<file path="config.mk">
export PLATFORM = sky130hd
export DESIGN_NAME = servo_arm_jog_and_sequence
export DESIGN_NICKNAME = d
export VERILOG_FILES = /design/src/design/saj_pkg.sv /design/src/design/servo_arm_jog_and_sequence.sv
export SDC_FILE = /design/constraint.sdc
export NUM_CORES = 1
export LEC_CHECK = 0
export BUFFER_PORTS_ARGS = -buffer_cell sky130_fd_sc_hd__buf_2
export CAP_MARGIN = 20
export CELL_PAD_IN_SITES_DETAIL_PLACEMENT = 1
export CELL_PAD_IN_SITES_GLOBAL_PLACEMENT = 2
export CORE_MARGIN = 4
export CORE_UTILIZATION = 33
export DETAILED_ROUTE_END_ITERATION = 10
export HOLD_SLACK_MARGIN = 0.12
export PLACE_DENSITY_LB_ADDON = 0.12
export SLEW_MARGIN = 15
export SYNTH_ARGS = -nofsm -noshare
export SYNTH_HDL_FRONTEND = slang
export SYNTH_SLANG_ARGS = --single-unit
</file>
<file path="constraint.sdc">
create_clock -name clk -period 5.25 [get_ports clk]
set_clock_uncertainty 0.2 [all_clocks]
set_input_delay 0.7875 -clock clk [delete_from_list [all_inputs] [get_ports clk]]
set_output_delay 0.7875 -clock clk [all_outputs]
set_load 0.1 [all_outputs]
</file>
<file path="src/design/saj_pkg.sv">
package saj_pkg;

  // Angle range and reset positions
  localparam logic [7:0] ANGLE_MAX       = 8'd180;
  localparam logic [7:0] ANGLE_ONE_RST   = 8'd0;
  localparam logic [7:0] ANGLE_TWO_RST   = 8'd110;
  localparam logic [7:0] ANGLE_THREE_RST = 8'd145;

  // Configuration register defaults
  localparam logic [7:0]  STEP_RST  = 8'd5;
  localparam logic [15:0] RAMP_RST  = 16'd20;
  localparam logic [15:0] PAUSE_RST = 16'd200;

  // Command characters
  localparam logic [7:0] KEY_ONE_UP    = 8'h51; // Q
  localparam logic [7:0] KEY_ONE_DN    = 8'h41; // A
  localparam logic [7:0] KEY_TWO_UP    = 8'h57; // W
  localparam logic [7:0] KEY_TWO_DN    = 8'h58; // X
  localparam logic [7:0] KEY_THREE_UP  = 8'h45; // E
  localparam logic [7:0] KEY_THREE_DN  = 8'h44; // D
  localparam logic [7:0] KEY_TAKE      = 8'h5A; // Z
  localparam logic [7:0] KEY_THROW     = 8'h4E; // N

  // Item kinds
  localparam logic CMD_KEY  = 1'b0;
  localparam logic CMD_TICK = 1'b1;

  // Configuration register indexes
  localparam logic [1:0] CFG_STEP  = 2'd0;
  localparam logic [1:0] CFG_RAMP  = 2'd1;
  localparam logic [1:0] CFG_PAUSE = 2'd2;

  // Servo indexes and move numbers
  localparam logic [1:0] SERVO_ONE   = 2'd0;
  localparam logic [1:0] SERVO_TWO   = 2'd1;
  localparam logic [1:0] SERVO_THREE = 2'd2;
  localparam logic [1:0] MOVE_FIRST  = 2'd0;
  localparam logic [1:0] MOVE_SECOND = 2'd1;
  localparam logic [1:0] MOVE_LAST   = 2'd2;

  typedef enum logic [2:0] {
    SEQ_IDLE  = 3'b001,
    SEQ_TAKE  = 3'b010,
    SEQ_THROW = 3'b100
  } seq_t;

  // Servo driven by a given move of a sequence
  function automatic logic [1:0] seq_servo(input logic throw, input logic [1:0] mi);
    logic [1:0] s;
    case (mi)
      MOVE_FIRST:  s = throw ? SERVO_TWO : SERVO_THREE;
      MOVE_SECOND: s = throw ? SERVO_ONE : SERVO_TWO;
      default:     s = SERVO_THREE;
    endcase
    return s;
  endfunction

  // Target angle of a given move of a sequence
  function automatic logic [7:0] seq_target(input logic throw, input logic [1:0] mi);
    logic [7:0] t;
    case (mi)
      MOVE_FIRST:  t = throw ? 8'd145 : 8'd80;
      MOVE_SECOND: t = throw ? 8'd180 : 8'd85;
      default:     t = throw ? 8'd180 : 8'd125;
    endcase
    return t;
  endfunction

endpackage

</file>
<file path="src/design/servo_arm_jog_and_sequence.sv">
// A request passes through the input register and then the result register.
// Throughput: one request per cycle while out_stall is low; the whole update of angles and
// sequence state is one short combinational pass between the input and result registers.
// Reset: synchronous, active low; angles go to 0, 110 and 145, sequence idle, counters zero,
// configuration back to step 5, ramp 20 and pause 200 ticks, both stages empty.
module servo_arm_jog_and_sequence (
  input  logic        clk,
  input  logic        rst_n,
  input  logic        cfg_we,
  input  logic [1:0]  cfg_index,
  input  logic [15:0] cfg_wdata,
  input  logic        in_valid,
  output logic        in_stall,
  input  logic        in_cmd,
  input  logic [7:0]  in_key_code,
  output logic        out_valid,
  input  logic        out_stall,
  output logic [7:0]  out_angle_one,
  output logic [7:0]  out_angle_two,
  output logic [7:0]  out_angle_three,
  output logic        out_busy_res,
  output logic        out_dropped
);
  import saj_pkg::*;

  // Configuration registers
  logic [7:0]  step_r;
  logic [15:0] ramp_r;
  logic [15:0] pause_r;

  // Input stage
  logic       s1_valid_r;
  logic       s1_cmd_r;
  logic [7:0] s1_key_r;

  // Arm state
  logic [7:0]  angle_r [3];
  logic [7:0]  angle_nxt [3];
  seq_t        seq_r, seq_nxt;
  logic [1:0]  move_r, move_nxt;
  logic        pause_flag_r, pause_flag_nxt;
  logic [15:0] count_r, count_nxt;
  logic        dropped_nxt;

  // Result stage
  logic       out_valid_r;
  logic [7:0] out_one_r, out_two_r, out_three_r;
  logic       out_busy_r, out_dropped_r;

  logic s2_ready, s1_ready, advance;

  // Handshake: result register frees when empty or taken
  assign s2_ready = !out_valid_r || !out_stall;
  assign s1_ready = !s1_valid_r || s2_ready;
  assign advance  = s1_valid_r && s2_ready;
  assign in_stall = !s1_ready;

  // Write configuration
  always_ff @(posedge clk) begin
    if (!rst_n) begin
      step_r  <= STEP_RST;
      ramp_r  <= RAMP_RST;
      pause_r <= PAUSE_RST;
    end else if (cfg_we) begin
      unique case (cfg_index)
        CFG_STEP:  step_r  <= cfg_wdata[7:0];
        CFG_RAMP:  ramp_r  <= cfg_wdata;
        CFG_PAUSE: pause_r <= cfg_wdata;
        default:   ;
      endcase
    end
  end

  // Capture the request
  always_ff @(posedge clk) begin
    if (!rst_n) begin
      s1_valid_r <= 1'b0;
    end else if (s1_ready) begin
      s1_valid_r <= in_valid;
    end
  end

  always_ff @(posedge clk) begin
    if (s1_ready && in_valid) begin
      s1_cmd_r <= in_cmd;
      s1_key_r <= in_key_code;
    end
  end

  // Compute the next arm state for the held request
  always_comb begin
    logic        throw_sel;
    logic [1:0]  mi;
    logic [1:0]  idx;
    logic [7:0]  tgt;
    logic [7:0]  cur;
    logic [15:0] cnt_inc;
    logic        jog_en;
    logic        jog_up;
    logic [1:0]  jog_idx;
    logic [8:0]  up_sum;
    logic [7:0]  jog_val;

    angle_nxt      = angle_r;
    seq_nxt        = seq_r;
    move_nxt       = move_r;
    pause_flag_nxt = pause_flag_r;
    count_nxt      = count_r;
    dropped_nxt    = 1'b0;

    throw_sel = (seq_r == SEQ_THROW);
    mi        = (move_r > MOVE_LAST) ? MOVE_FIRST : move_r;
    idx       = seq_servo(throw_sel, mi);
    tgt       = seq_target(throw_sel, mi);
    cur       = angle_r[idx];
    cnt_inc   = (count_r == 16'hFFFF) ? count_r : count_r + 16'd1;

    jog_en  = 1'b0;
    jog_up  = 1'b0;
    jog_idx = SERVO_ONE;
    up_sum  = 9'd0;
    jog_val = 8'd0;

    if (s1_cmd_r == CMD_TICK) begin
      if (seq_r != SEQ_TAKE && seq_r != SEQ_THROW) begin
        seq_nxt = SEQ_IDLE;
      end else if (pause_flag_r) begin
        // Count the pause, then advance to the next move or finish
        count_nxt = cnt_inc;
        if (cnt_inc >= pause_r) begin
          count_nxt      = 16'd0;
          pause_flag_nxt = 1'b0;
          if (mi == MOVE_LAST) begin
            seq_nxt  = SEQ_IDLE;
            move_nxt = MOVE_FIRST;
          end else begin
            move_nxt = mi + 2'd1;
          end
        end
      end else begin
        // Ramp the active servo one degree per ramp period
        if (cur != tgt) begin
          count_nxt = cnt_inc;
          if (cnt_inc >= ramp_r) begin
            count_nxt = 16'd0;
            cur       = (cur < tgt) ? cur + 8'd1 : cur - 8'd1;
            angle_nxt[idx] = cur;
          end
        end
        if (cur == tgt) begin
          pause_flag_nxt = 1'b1;
          count_nxt      = 16'd0;
        end
      end
    end else if (seq_r != SEQ_IDLE) begin
      dropped_nxt = 1'b1;
    end else begin
      // Decode the command character
      unique case (s1_key_r)
        KEY_ONE_UP:   begin jog_en = 1'b1; jog_up = 1'b1; jog_idx = SERVO_ONE;   end
        KEY_ONE_DN:   begin jog_en = 1'b1; jog_up = 1'b0; jog_idx = SERVO_ONE;   end
        KEY_TWO_UP:   begin jog_en = 1'b1; jog_up = 1'b1; jog_idx = SERVO_TWO;   end
        KEY_TWO_DN:   begin jog_en = 1'b1; jog_up = 1'b0; jog_idx = SERVO_TWO;   end
        KEY_THREE_UP: begin jog_en = 1'b1; jog_up = 1'b1; jog_idx = SERVO_THREE; end
        KEY_THREE_DN: begin jog_en = 1'b1; jog_up = 1'b0; jog_idx = SERVO_THREE; end
        KEY_TAKE, KEY_THROW: begin
          seq_nxt        = (s1_key_r == KEY_TAKE) ? SEQ_TAKE : SEQ_THROW;
          move_nxt       = MOVE_FIRST;
          pause_flag_nxt = 1'b0;
          count_nxt      = 16'd0;
        end
        default: ;
      endcase
      // Jog with saturation at both ends
      if (jog_en) begin
        up_sum = {1'b0, angle_r[jog_idx]} + {1'b0, step_r};
        if (jog_up) begin
          jog_val = (up_sum > {1'b0, ANGLE_MAX}) ? ANGLE_MAX : up_sum[7:0];
        end else begin
          jog_val = (angle_r[jog_idx] > step_r) ? angle_r[jog_idx] - step_r : 8'd0;
        end
        angle_nxt[jog_idx] = jog_val;
      end
    end
  end

  // Update arm state on each processed request
  always_ff @(posedge clk) begin
    if (!rst_n) begin
      angle_r[0]   <= ANGLE_ONE_RST;
      angle_r[1]   <= ANGLE_TWO_RST;
      angle_r[2]   <= ANGLE_THREE_RST;
      seq_r        <= SEQ_IDLE;
      move_r       <= MOVE_FIRST;
      pause_flag_r <= 1'b0;
      count_r      <= 16'd0;
    end else if (advance) begin
      angle_r      <= angle_nxt;
      seq_r        <= seq_nxt;
      move_r       <= move_nxt;
      pause_flag_r <= pause_flag_nxt;
      count_r      <= count_nxt;
    end
  end

  // Hold the result until taken
  always_ff @(posedge clk) begin
    if (!rst_n) begin
      out_valid_r <= 1'b0;
    end else if (s2_ready) begin
      out_valid_r <= s1_valid_r;
    end
  end

  always_ff @(posedge clk) begin
    if (advance) begin
      out_one_r     <= angle_nxt[0];
      out_two_r     <= angle_nxt[1];
      out_three_r   <= angle_nxt[2];
      out_busy_r    <= (seq_nxt != SEQ_IDLE);
      out_dropped_r <= dropped_nxt;
    end
  end

  assign out_valid       = out_valid_r;
  assign out_angle_one   = out_one_r;
  assign out_angle_two   = out_two_r;
  assign out_angle_three = out_three_r;
  assign out_busy_res    = out_busy_r;
  assign out_dropped     = out_dropped_r;

  // A dropped request leaves the sequence running
  a_drop_busy: assert property (@(posedge clk) disable iff (!rst_n)
    out_valid_r && out_dropped_r |-> out_busy_r)
    else $error("dropped request reported while idle");

  // Angles stay in range
  a_angle_range: assert property (@(posedge clk) disable iff (!rst_n)
    angle_r[0] <= ANGLE_MAX && angle_r[1] <= ANGLE_MAX && angle_r[2] <= ANGLE_MAX)
    else $error("servo angle out of range");

  // Idle implies a clean sequence state
  a_idle_clean: assert property (@(posedge clk) disable iff (!rst_n)
    seq_r == SEQ_IDLE |-> move_r == MOVE_FIRST && !pause_flag_r)
    else $error("idle with leftover move state");

  // Move number never leaves the three moves
  a_move_range: assert property (@(posedge clk) disable iff (!rst_n)
    move_r <= MOVE_LAST)
    else $error("move index out of range");

  // A stalled result keeps the held request stalled
  a_stall_hold: assert property (@(posedge clk) disable iff (!rst_n)
    s1_valid_r && out_valid_r && out_stall |=> s1_valid_r && $stable(s1_cmd_r))
    else $error("held request lost under stall");

endmodule

</file>
# Word level (Yosys, flattened, before mapping)
# Index checks and enable logic that the tools add are counted.
classes:
  add_sub_neg: 6
  magnitude_cmp: 10
  eq_ne: 25
  n_mux: 81
  bitwise: 2
  reduce_logical: 25
op_table:
  columns: ["operator", "count"]
  rows:
  - ["$mux W24", 7]
  - ["$mux W8", 21]
  - ["$mux W16", 10]
  - ["$eq A8 B7 Y1 const B", 8]
  - ["$bwmux W24", 2]
  - ["$bmux W8 S2", 2]
  - ["$demux W8 S2", 2]
  - ["$ge A16 B16 Y1", 2]
  - ["$mux W3", 8]
  - ["$mux W2", 11]
  - ["$add A16 B1 Y16 const B", 1]
  - ["$eq A16 B16 Y1 const B", 1]
  - ["$pmux W8 S2", 1]
  - ["$mux W1", 15]
  - ["$add A8 B8 Y9", 1]
  - ["$gt A9 B8 Y1 const B", 1]
  - ["$add A8 B1 Y8 const B", 1]
  - ["$eq A8 B8 Y1", 1]
  - ["$gt A8 B8 Y1", 1]
  - ["$lt A8 B8 Y1", 1]
  - ["$ne A8 B8 Y1", 1]
  - ["$pmux W2 S2", 2]
  - ["$sub A8 B1 Y8 const B", 1]
  - ["$sub A8 B8 Y8", 1]
  - ["26 further kinds", 47]
totals:
  ff_bits: 123
  in_bits: 32
  output_inout_bits: 28
  wordCells: 168

# Logic depth before layout (Yosys ltp)
# Gate-level depths: netlist of run 1.
depth:
  word_depth: 20
  ltp_mapped: 26
  depth_no_buf: 23

# Worst setup path before layout of run 1
# No wires, ideal clock.
synth_path:
  kind: "register to register"
  startpoint: "register move_r[0]"
  endpoint: "register count_r[14]"
  setup_ns: 0.117
  t_arrival_ns: 5.403
  t_required_ns: 4.933
  setup_slack_ns: -0.470
  path_stages_with_launch: 23
  n_path_buf: 1
  period_less_slack_ns: 5.720
  cell_sequence: "dfxtp_1 inv_1 ha_1 and4bb_2 a21oi_1 mux2i_1 o21ai_0 ha_1 a21o_1 a21oi_1 nand2_1 ha_1 o21a_1 o21ai_0 or3b_2 o221a_2 xor2_1 xnor2_1 a21oi_1 o21a_1 a221o_1 buf_6 a22o_1"
synth_via:
  elab_chain_cells: 20
  word_cells_on_any_way: 27
  classes_between: "add/sub: 2; order compare: 2; eq/ne: 4; mux: 16; bitwise: 1; reduce/logical: 2"
synth_rtl:
  columns: ["element", "line", "rtl"]
  rows:
  - ["from (decl)", "servo_arm_jog_and_sequence.sv:40", "logic [1:0] move_r, move_nxt;"]
  - ["from (signal assigned)", "servo_arm_jog_and_sequence.sv:200", "move_r <= move_nxt;"]
  - ["$gt A2 B2 Y1", "servo_arm_jog_and_sequence.sv:112", "mi = (move_r > MOVE_LAST) ? MOVE_FIRST : move_r;"]
  - ["$mux W2 *", "servo_arm_jog_and_sequence.sv:112", null]
  - ["$eq A2 B1 Y1 / $logic_not A2 Y1 (equally long branches)", "saj_pkg.sv:50, saj_pkg.sv:61", null]
  - ["$pmux W2 S2", "saj_pkg.sv:50", "case (mi)"]
  - ["$not A2 Y3 (implied by the code)", "servo_arm_jog_and_sequence.sv:115", "cur = angle_r[idx];"]
  - ["$bmux W8 S2", "servo_arm_jog_and_sequence.sv:115", null]
  - ["$mux W8 (implied by the code) (2 in series)", "servo_arm_jog_and_sequence.sv:115", null]
  - ["$sub A8 B1 Y8 (tied with other cells)", "servo_arm_jog_and_sequence.sv:146", "cur = (cur < tgt) ? cur + 8'd1 : cur - 8'd1;"]
  - ["[... 3 more ...]", null, null]
  - ["$mux W8", "servo_arm_jog_and_sequence.sv:127", "end else if (pause_flag_r) begin"]
  - ["$mux W8", "servo_arm_jog_and_sequence.sv:125", "if (seq_r != SEQ_TAKE && seq_r != SEQ_THROW) begin"]
  - ["$mux W8", "servo_arm_jog_and_sequence.sv:124", "if (s1_cmd_r == CMD_TICK) begin"]
  - ["$eq A8 B8 Y1", "servo_arm_jog_and_sequence.sv:150", "if (cur == tgt) begin"]
  - ["$mux W16", "servo_arm_jog_and_sequence.sv:150", null]
  - ["$mux W16", "servo_arm_jog_and_sequence.sv:127", null]
  - ["$mux W16", "servo_arm_jog_and_sequence.sv:125", null]
  - ["$mux W16", "servo_arm_jog_and_sequence.sv:124", null]
  - ["to (signal assigned)", "servo_arm_jog_and_sequence.sv:202", "count_r <= count_nxt;"]
  - ["to (decl)", "servo_arm_jog_and_sequence.sv:42", "logic [15:0] count_r, count_nxt;"]
# Mark *: on every way between the ends. The rest lies on a longest branch, timed or not. The select of a mux whose other input is x is not followed.
# A chain may end at the register's enable or synchronous reset.

# Worst setup path in the final report of run 1
layout_path:
  startpoint: "register move_r[0]"
  endpoint: "register count_r[1]"
# The elaborated chain is that of the path after synthesis.

==> results of run 1 <==
## routing by layer
layer	wire length (microns)	share of wire [%]	GRT usage, %
met1	14200	50	30.5
met2	12900	45	34.5
met3	713	2.5	2.58
met4	476	1.7	6.33
met5	0	0	0
## what timing repair did
action                                 4_1_cts  5_1_grt
setup endpoints to repair                   16       63
resized for setup                           20       35
setup buffers                                6        1
endpoints found under the hold margin        0        0
pin swaps                                   29       23
gates cloned                                 0        0
## synth_stat cells, drive strengths merged (4+ instances only)
| cell | n |
|---|---|
| buf | 8 |
| nand4 | 7 |
| dfxtp | 88 |
| nand2 | 153 |
| ha | 66 |
| a2111oi | 4 |
| nand4b | 4 |
| o21bai | 7 |
| nand3 | 20 |
| a21o | 30 |
| and3 | 15 |
| o22ai | 17 |
| a22o | 8 |
| clkbuf | 31 |
| and2 | 7 |
| o211ai | 10 |
| nand2b | 8 |
| xor2 | 8 |
| a31o | 7 |
| nor3 | 10 |
| or2 | 7 |
| a31oi | 7 |
| nor2 | 82 |
| nor2b | 9 |
| xnor2 | 14 |
| a21oi | 94 |
| inv | 65 |
| o21a | 10 |
| o221a | 9 |
| or3 | 5 |
| a22oi | 4 |
| nor4 | 5 |
| edfxtp | 35 |
| nor3b | 4 |
| o21ai | 47 |
| a221oi | 4 |
| mux2i | 16 |
## area by class of cell
cell class                 instances  area share (%)
tap                              319            3.86
sequential                       123            27.3
clock inverter                    11            1.00
inverter                          66            2.40
clock buffer                      21            4.66
timing repair buffer             170            11.2
multi-input combinational        749            49.6
## cell families (layout without fill, tap and decap cells)
group | Yosys count | in the layout | share of synthesized area (%)
AND/OR/NAND/NOR | 351 | 351 | 20.3
AO/OA/AOI/OAI | 291 | 291 | 24.1
flip-flops | 123 | 123 | 35.1
buffers and inverters | 105 | 268 | 5.07
adder cells (fa/ha/maj) | 69 | 69 | 11.0
XOR/XNOR | 22 | 22 | 2.40
multiplexers | 16 | 16 | 2.00
## power by group
| part | total [uW] | switching [uW] | internal, uW |
|---|---|---|---|
| registers | 1030 | 22.5 | 1010 |
| clock network | 1200 | 489 | 710 |
| logic | 391 | 246 | 145 |
## stage by stage
step | setup slack (ns) | utilization, % | instance area, sq um | TNS [ns]
after floorplan | 0.00563 | - | 8120 | 0
after CTS | -0.0351 | 42.9 | 10200 | -0.197
final | 0.0791 | 43.6 | 10300 | 0
after global routing | -0.151 | 43.6 | 10300 | -1.99
after global placement | -0.0886 | 39.9 | 9440 | -0.977
after detailed placement | -0.142 | 39.9 | 9440 | -1.80
## tightest hold or removal path: cells and delay by family, from the launching register on
kind	cells	cell delay [ns]
DFF	1	0.31
AOI/OAI and AO/OA	1	0.05
and+or+nand+nor	1	0.05
## flip-flops by register name, indices dropped and copies added (netlist names)
name and flops:
angle_r 24, count_r 16, pause_r 16, ramp_r 16, out_angle_one 8, out_angle_three 8, out_angle_two 8, s1_key_r 8
step_r 8, seq_r 3, move_r 2, out_busy_res 1, out_dropped 1, out_valid 1, pause_flag_r 1, s1_cmd_r 1
s1_valid_r 1
## final timing paths
kind | start | to | slack [ns] | depth (start not counted)
hold reg to reg | ramp_r[9] | ramp_r[9] | 0.26 | 2
setup / recovery | move_r[0] | count_r[1] | 0.08 | 23
setup reg to reg | move_r[0] | count_r[1] | 0.08 | 23
hold / removal | ramp_r[9] | ramp_r[9] | 0.26 | 2
## placed cells by master (no fill, tap or decap), types with 10 or more instances in the layout
cell type	synthesis	final
nand2_1	153	151
buf_4	0	106
a21oi_1	94	88
dfxtp_1	88	85
nor2_1	82	80
inv_1	64	62
buf_2	4	59
ha_1	66	57
o21ai_0	47	40
edfxtp_1	35	35
a21o_1	30	30
nand3_1	20	20
clkbuf_16	0	18
o22ai_1	17	17
and3_1	15	13
mux2i_1	16	13
xnor2_1	14	12
nor3_1	10	10
o211ai_1	10	10
o21a_1	10	10
==> impl_metrics.csv, run 1 <==
group,metric,value,unit
setup_path,crit_type,"register to register",
routing,drc,0,
cts,cts_buffers,17,
timing,drv_slew,0,
pwr,powerDensity,253,nW/um^2
routing,num_vias,7709,
setup_path,crit_buf_inv,3,
cts,clk-insertion-delay-late,0.43,ns
global_route,antenna_found_initial,0,
run_status,status,"finished, final reports clean",
worst_hold_path,hold_path.class,"register to register",
timing,setup_viol,0,
setup_path,critPathArrivalTime,5.30,ns
global_route,grt_max_degree,52,
setup_path,start_kind,"register",
cts,h-tree-depth,4,
global_route,track_usage,21.5,%
pwr,peakVddDrop,0.000193,V
yosys,yosysTopAreaCellShare,22.0,%
finish,fill_cells,2894,
cts,cts-hold-fix-buffers,0,
pwr,p_leak,0.00448,uW
setup_path,crit_required,5.38,ns
yosys,synth_top_cell_by_area,"dfxtp_1",
finish,drive_gt1_share,24.6,%
yosys,ys_seq_elements,123,
routing,dr.pass1.iters,4,
timing,whs,0.256,ns
routing,drtIter0Drc,371,
placed_design,gp_congestion,0.856,
routing,wl,28.3,mm
cts,path_clk_slew,0.06,ns
cts,clk_root_buffer_cell,"clkbuf_16",
timing,fin_crit,5.17,ns
finish,nNetsFinal,1228,
placed_design,hpwl,21.6,mm
setup_path,cpMaxStageDelayCell,"or3b_4",
timing,rsz0062_at_grt,"yes",
cts,clkSinkCount,123,
cts,cts_tree,"built",
finish,diodes,0,
floorplanning,pin_count,60,
yosys,synth.distinct_cells,73,
timing,slew_headroom,39.0,%
run,cap_viol_max_count,0,
timing,post-route-period-util,98.5,%
cts,clk_path_buf_depth,2,
floorplanning,die_h,164,microns
finish,area_delta_synth_final,28.8,%
routing,detail-route-antenna-nets,0,
setup_path,cp_top_family,"compound AO/OA/AOI/OAI gates",
routing,wire_per_inst,19.4,microns
global_route,grt_pass1_wl,44.5,mm
pwr,power,2620,uW
floorplanning,start_util,33.9,%
floorplanning,core_area,23700,sq um
global_route,grt-ovfl-total,0,
setup_path,worstPathMaxFanout,8,
floorplanning,dieWidth,164,microns
yosys,synth-main-ff-cell,"dfxtp_1",
routing,routed_via_density,5.28,
yosys,avgSynthCellArea,8.21,sq um
timing,fmax,193,MHz
yosys,synth_fp_nets,1078,
yosys,synth_edf_count,35,
setup_path,endpoint_kind,"register",
setup_path,max_stage_delay,0.37,ns
setup_path,path_cells,"inv_2 -> ha_4 -> and4bb_4 -> a21oi_4 -> buf_6 -> mux2i_2 -> o21ai_2 -> ha_1 -> a21o_1 -> a21oi_2 -> nand2_4 -> ha_4 -> o21a_1 -> o21ai_2 -> or3b_4 -> o221a_4 -> xor2_2 -> xnor2_2 -> o21a_1 -> o21a_1 -> a221o_2 -> buf_6 -> a22o_1",
setup_path,critPathMostFrequentCell,"o21a_1",
floorplanning,rows,56,
yosys,synth_area,8020,sq um
yosys,async_reset_ff_share,0,%
finish,multi_input_area,5130,sq um
yosys,yosys_warnings,0,
finish,final_cells,1459,
placed_design,post-place-cells,1420,
global_route,grt_pass1_vias,7960,
yosys,syn_inst,977,
placed_design,portBuffers,59,
floorplanning,dieArea,26900,sq um
yosys,synth-seq-area-share,35.1,%
yosys,ys_top_cells_by_area,"dfxtp_1, edfxtp_1, ha_1",
timing,hold_violations,0,
timing,worstMarginPinSlew,0.914,ns
finish,seqCellArea,2820,sq um
Note: power is estimated with default switching activity, not from simulation.
==> run 2, diff against run 1 <==
--- a/config.mk
+++ b/config.mk
@@ -5,12 +5,14 @@
 export SDC_FILE = /design/constraint.sdc
 export NUM_CORES = 1
 export LEC_CHECK = 0
+export ABC_CLOCK_PERIOD_IN_PS = 5250
 export BUFFER_PORTS_ARGS = -buffer_cell sky130_fd_sc_hd__buf_2
 export CAP_MARGIN = 20
 export CELL_PAD_IN_SITES_DETAIL_PLACEMENT = 1
 export CELL_PAD_IN_SITES_GLOBAL_PLACEMENT = 2
 export CORE_MARGIN = 4
-export CORE_UTILIZATION = 33
+export CORE_UTILIZATION = 34
+export CTS_BUF_LIST = sky130_fd_sc_hd__clkbuf_8
 export DETAILED_ROUTE_END_ITERATION = 10
 export HOLD_SLACK_MARGIN = 0.12
 export PLACE_DENSITY_LB_ADDON = 0.12
==> impl_metrics.csv, run 2 (synthesis results as in run 1) <==
group,metric,value,unit
finish,final_cell_mix,"nand2_1, buf_4, a21oi_1",
global_route,track_usage,21.3,%
finish,area_delta_synth_final,26.5,%
timing,setup_tns,0,ns
timing,rsz0062_at_grt,"yes",
timing,slew_headroom,39.1,%
setup_path,r2r_slack,0.02,ns
pwr,clockPowerShare,39.8,%
setup_path,endpoint_kind,"register",
worst_hold_path,min-delay-start,"pause_r[4]",
finish,top_register,"angle_r",
setup_path,critPathArrivalTime,5.37,ns
timing,fin_crit,5.23,ns
run_status,status,"finished, final reports clean",
finish,drive_gt1_share,24.0,%
timing,hold_violations,0,
pwr,peakVddDrop,0.000136,V
floorplanning,pin_count,60,
routing,num_vias,7749,
setup_path,start_kind,"register",
cts,cts_buffers,17,
routing,wl,27.9,mm
worst_hold_path,hold_path.class,"register to register",
finish,largest_reg_flops,24,
global_route,grt_pass1_wl,43.8,mm
pwr,powerDensity,232,nW/um^2
cts,cts_tree,"built",
setup_path,crit_type,"register to register",
setup_path,crit_required,5.39,ns
setup_path,path_cells,"inv_4 -> ha_4 -> and4bb_4 -> a21oi_4 -> mux2i_1 -> o21ai_1 -> ha_1 -> o21ai_1 -> a41oi_1 -> o211ai_1 -> nand2_4 -> ha_4 -> o21a_1 -> nor2_2 -> or3b_4 -> o221a_4 -> xor2_2 -> xnor2_2 -> o21a_1 -> o21a_1 -> a221o_2 -> buf_6 -> a22o_1",
setup_path,cpMaxStageDelayCell,"or3b_4",
routing,routed_via_density,5.32,
pwr,combPwrFrac,16.6,%
floorplanning,dieArea,26100,sq um
worst_hold_path,hold_depth,2,
timing,worstMarginPinSlew,0.913,ns
run,cap_viol_max_count,0,
finish,diodes,0,
routing,drtIter0Drc,320,
global_route,antenna_found_initial,0,
pwr,pwr-share-seq,43.7,%
floorplanning,rows,55,
finish,nNetsFinal,1232,
floorplanning,core_area,22900,sq um
placed_design,gp_congestion,0.907,
cts,path_clk_slew,0.08,ns
timing,fin_ws,0.0227,ns
setup_path,crit_path_start,"move_r[0]",
timing,post-route-period-util,99.6,%
timing,setup_viol,0,
pwr,switchingPower,704,uW
timing,drv_slew,0,
pwr,p_leak,0.00444,uW
global_route,grt-ovfl-total,0,
placed_design,portBuffers,59,
finish,layout_commonest_cell,"nand2_1",
placed_design,dp_slack,-0.151,ns
routing,dr.pass1.iters,5,
pwr,internal_power,1650,uW
pwr,swShare,29.9,%
cts,clkSinkCount,123,
routing,drc,0,
timing,fmax,191,MHz
routing,wire_per_inst,19.1,microns
finish,final_util,44.3,%
routing,detail-route-antenna-nets,0,
global_route,grt_pass1_vias,7854,
placed_design,post_dp_cell_area,9380,sq um
cts,clk_root_buffer_cell,"clkbuf_8",
cts,clk-insertion-delay-late,0.45,ns
setup_path,r2r-end,"count_r[4]",
setup_path,r2r_start,"move_r[0]",
floorplanning,dieWidth,162,microns
cts,clk_path_buf_depth,2,
cts,h-tree-depth,4,
cts,cts-hold-fix-buffers,0,
floorplanning,die_h,162,microns
finish,fill_cells,2779,
placed_design,hpwl,21.0,mm
finish,final_cell_area,10200,sq um
setup_path,worstPathMaxFanout,6,
setup_path,critPathMostFrequentCell,"o21a_1",
global_route,grt_max_degree,52,
setup_path,max_stage_delay,0.39,ns
floorplanning,start_util,35.0,%
setup_path,ff2ff_path_depth,23,
worst_hold_path,hold_path_end,"pause_r[4]",
[run 2: through the flow]
stage          total power (uW)  std cells  hold slack, ns
5_1_grt                    2460       1457           0.264
2_1_floorplan              1280        977           0.236
3_5_place_dp               1410       1407           0.248
4_1_cts                    2370       1449           0.261
3_3_place_gp               1410       1407           0.243
6_report                   2350       1457           0.259
[run 2: how the worst max path moves through the flow]
stage / end / slack, ns / depth (start not counted)
2_1_floorplan: count_r[14] / 0.006 / 25
3_3_place_gp: count_r[4] / -0.02 / 23
3_5_place_dp: count_r[0] / -0.15 / 25
4_1_cts: count_r[4] / 0.02 / 22
5_1_grt: count_r[1] / -0.24 / 23
6_report: count_r[4] / 0.02 / 23
[run 2: routing by layer]
metal  vias up  track usage [%]  part of all wire [%]
met4         0             4.73                   1.3
met2       134             33.7                    45
met5         -                0                     0
met1      3774             30.4                    50
li1       3817                -                     -
met3        24             4.01                   3.4
[run 2: what timing repair did]
action	CTS	global route
setup endpoints to repair	16	52
cloned	0	1
setup buffers	10	7
pin swaps	9	17
hold endpoints to repair	0	0
gates resized for setup	20	24
[run 2: final cells by class]
| cell class | count | area [sq um] | area share [%] |
|---|---|---|---|
| timing repair buffer | 174 | 1200 | 11.9 |
| clock inverter | 13 | 164 | 1.61 |
| tap | 313 | 392 | 3.86 |
| sequential | 123 | 2820 | 27.8 |
| inverter | 66 | 250 | 2.46 |
| clock buffer | 19 | 262 | 2.58 |
| multi-input combinational | 749 | 5060 | 49.8 |
[run 2: worst max-delay path: cells and delay by family (launching register included)]
| family | cells | cell delay, ns |
|---|---|---|
| muxes | 1 | 0.22 |
| AOI/OAI and AO/OA | 11 | 2.12 |
| buffers and inverters | 2 | 0.19 |
| and+or+nand+nor | 4 | 0.85 |
| adders and majority gates | 3 | 0.86 |
| DFF | 1 | 0.37 |
| xor gates and xnor gates | 2 | 0.33 |
[run 2: power groups by stage]
stage / Combinational [uW] / Sequential [uW] / Clock (uW)
floorplan: 171 / 1110 / 0
global placement: 362 / 1050 / 0
detailed placement: 363 / 1050 / 0
CTS: 375 / 1030 / 963
global route: 419 / 1030 / 1010
finish: 390 / 1030 / 936
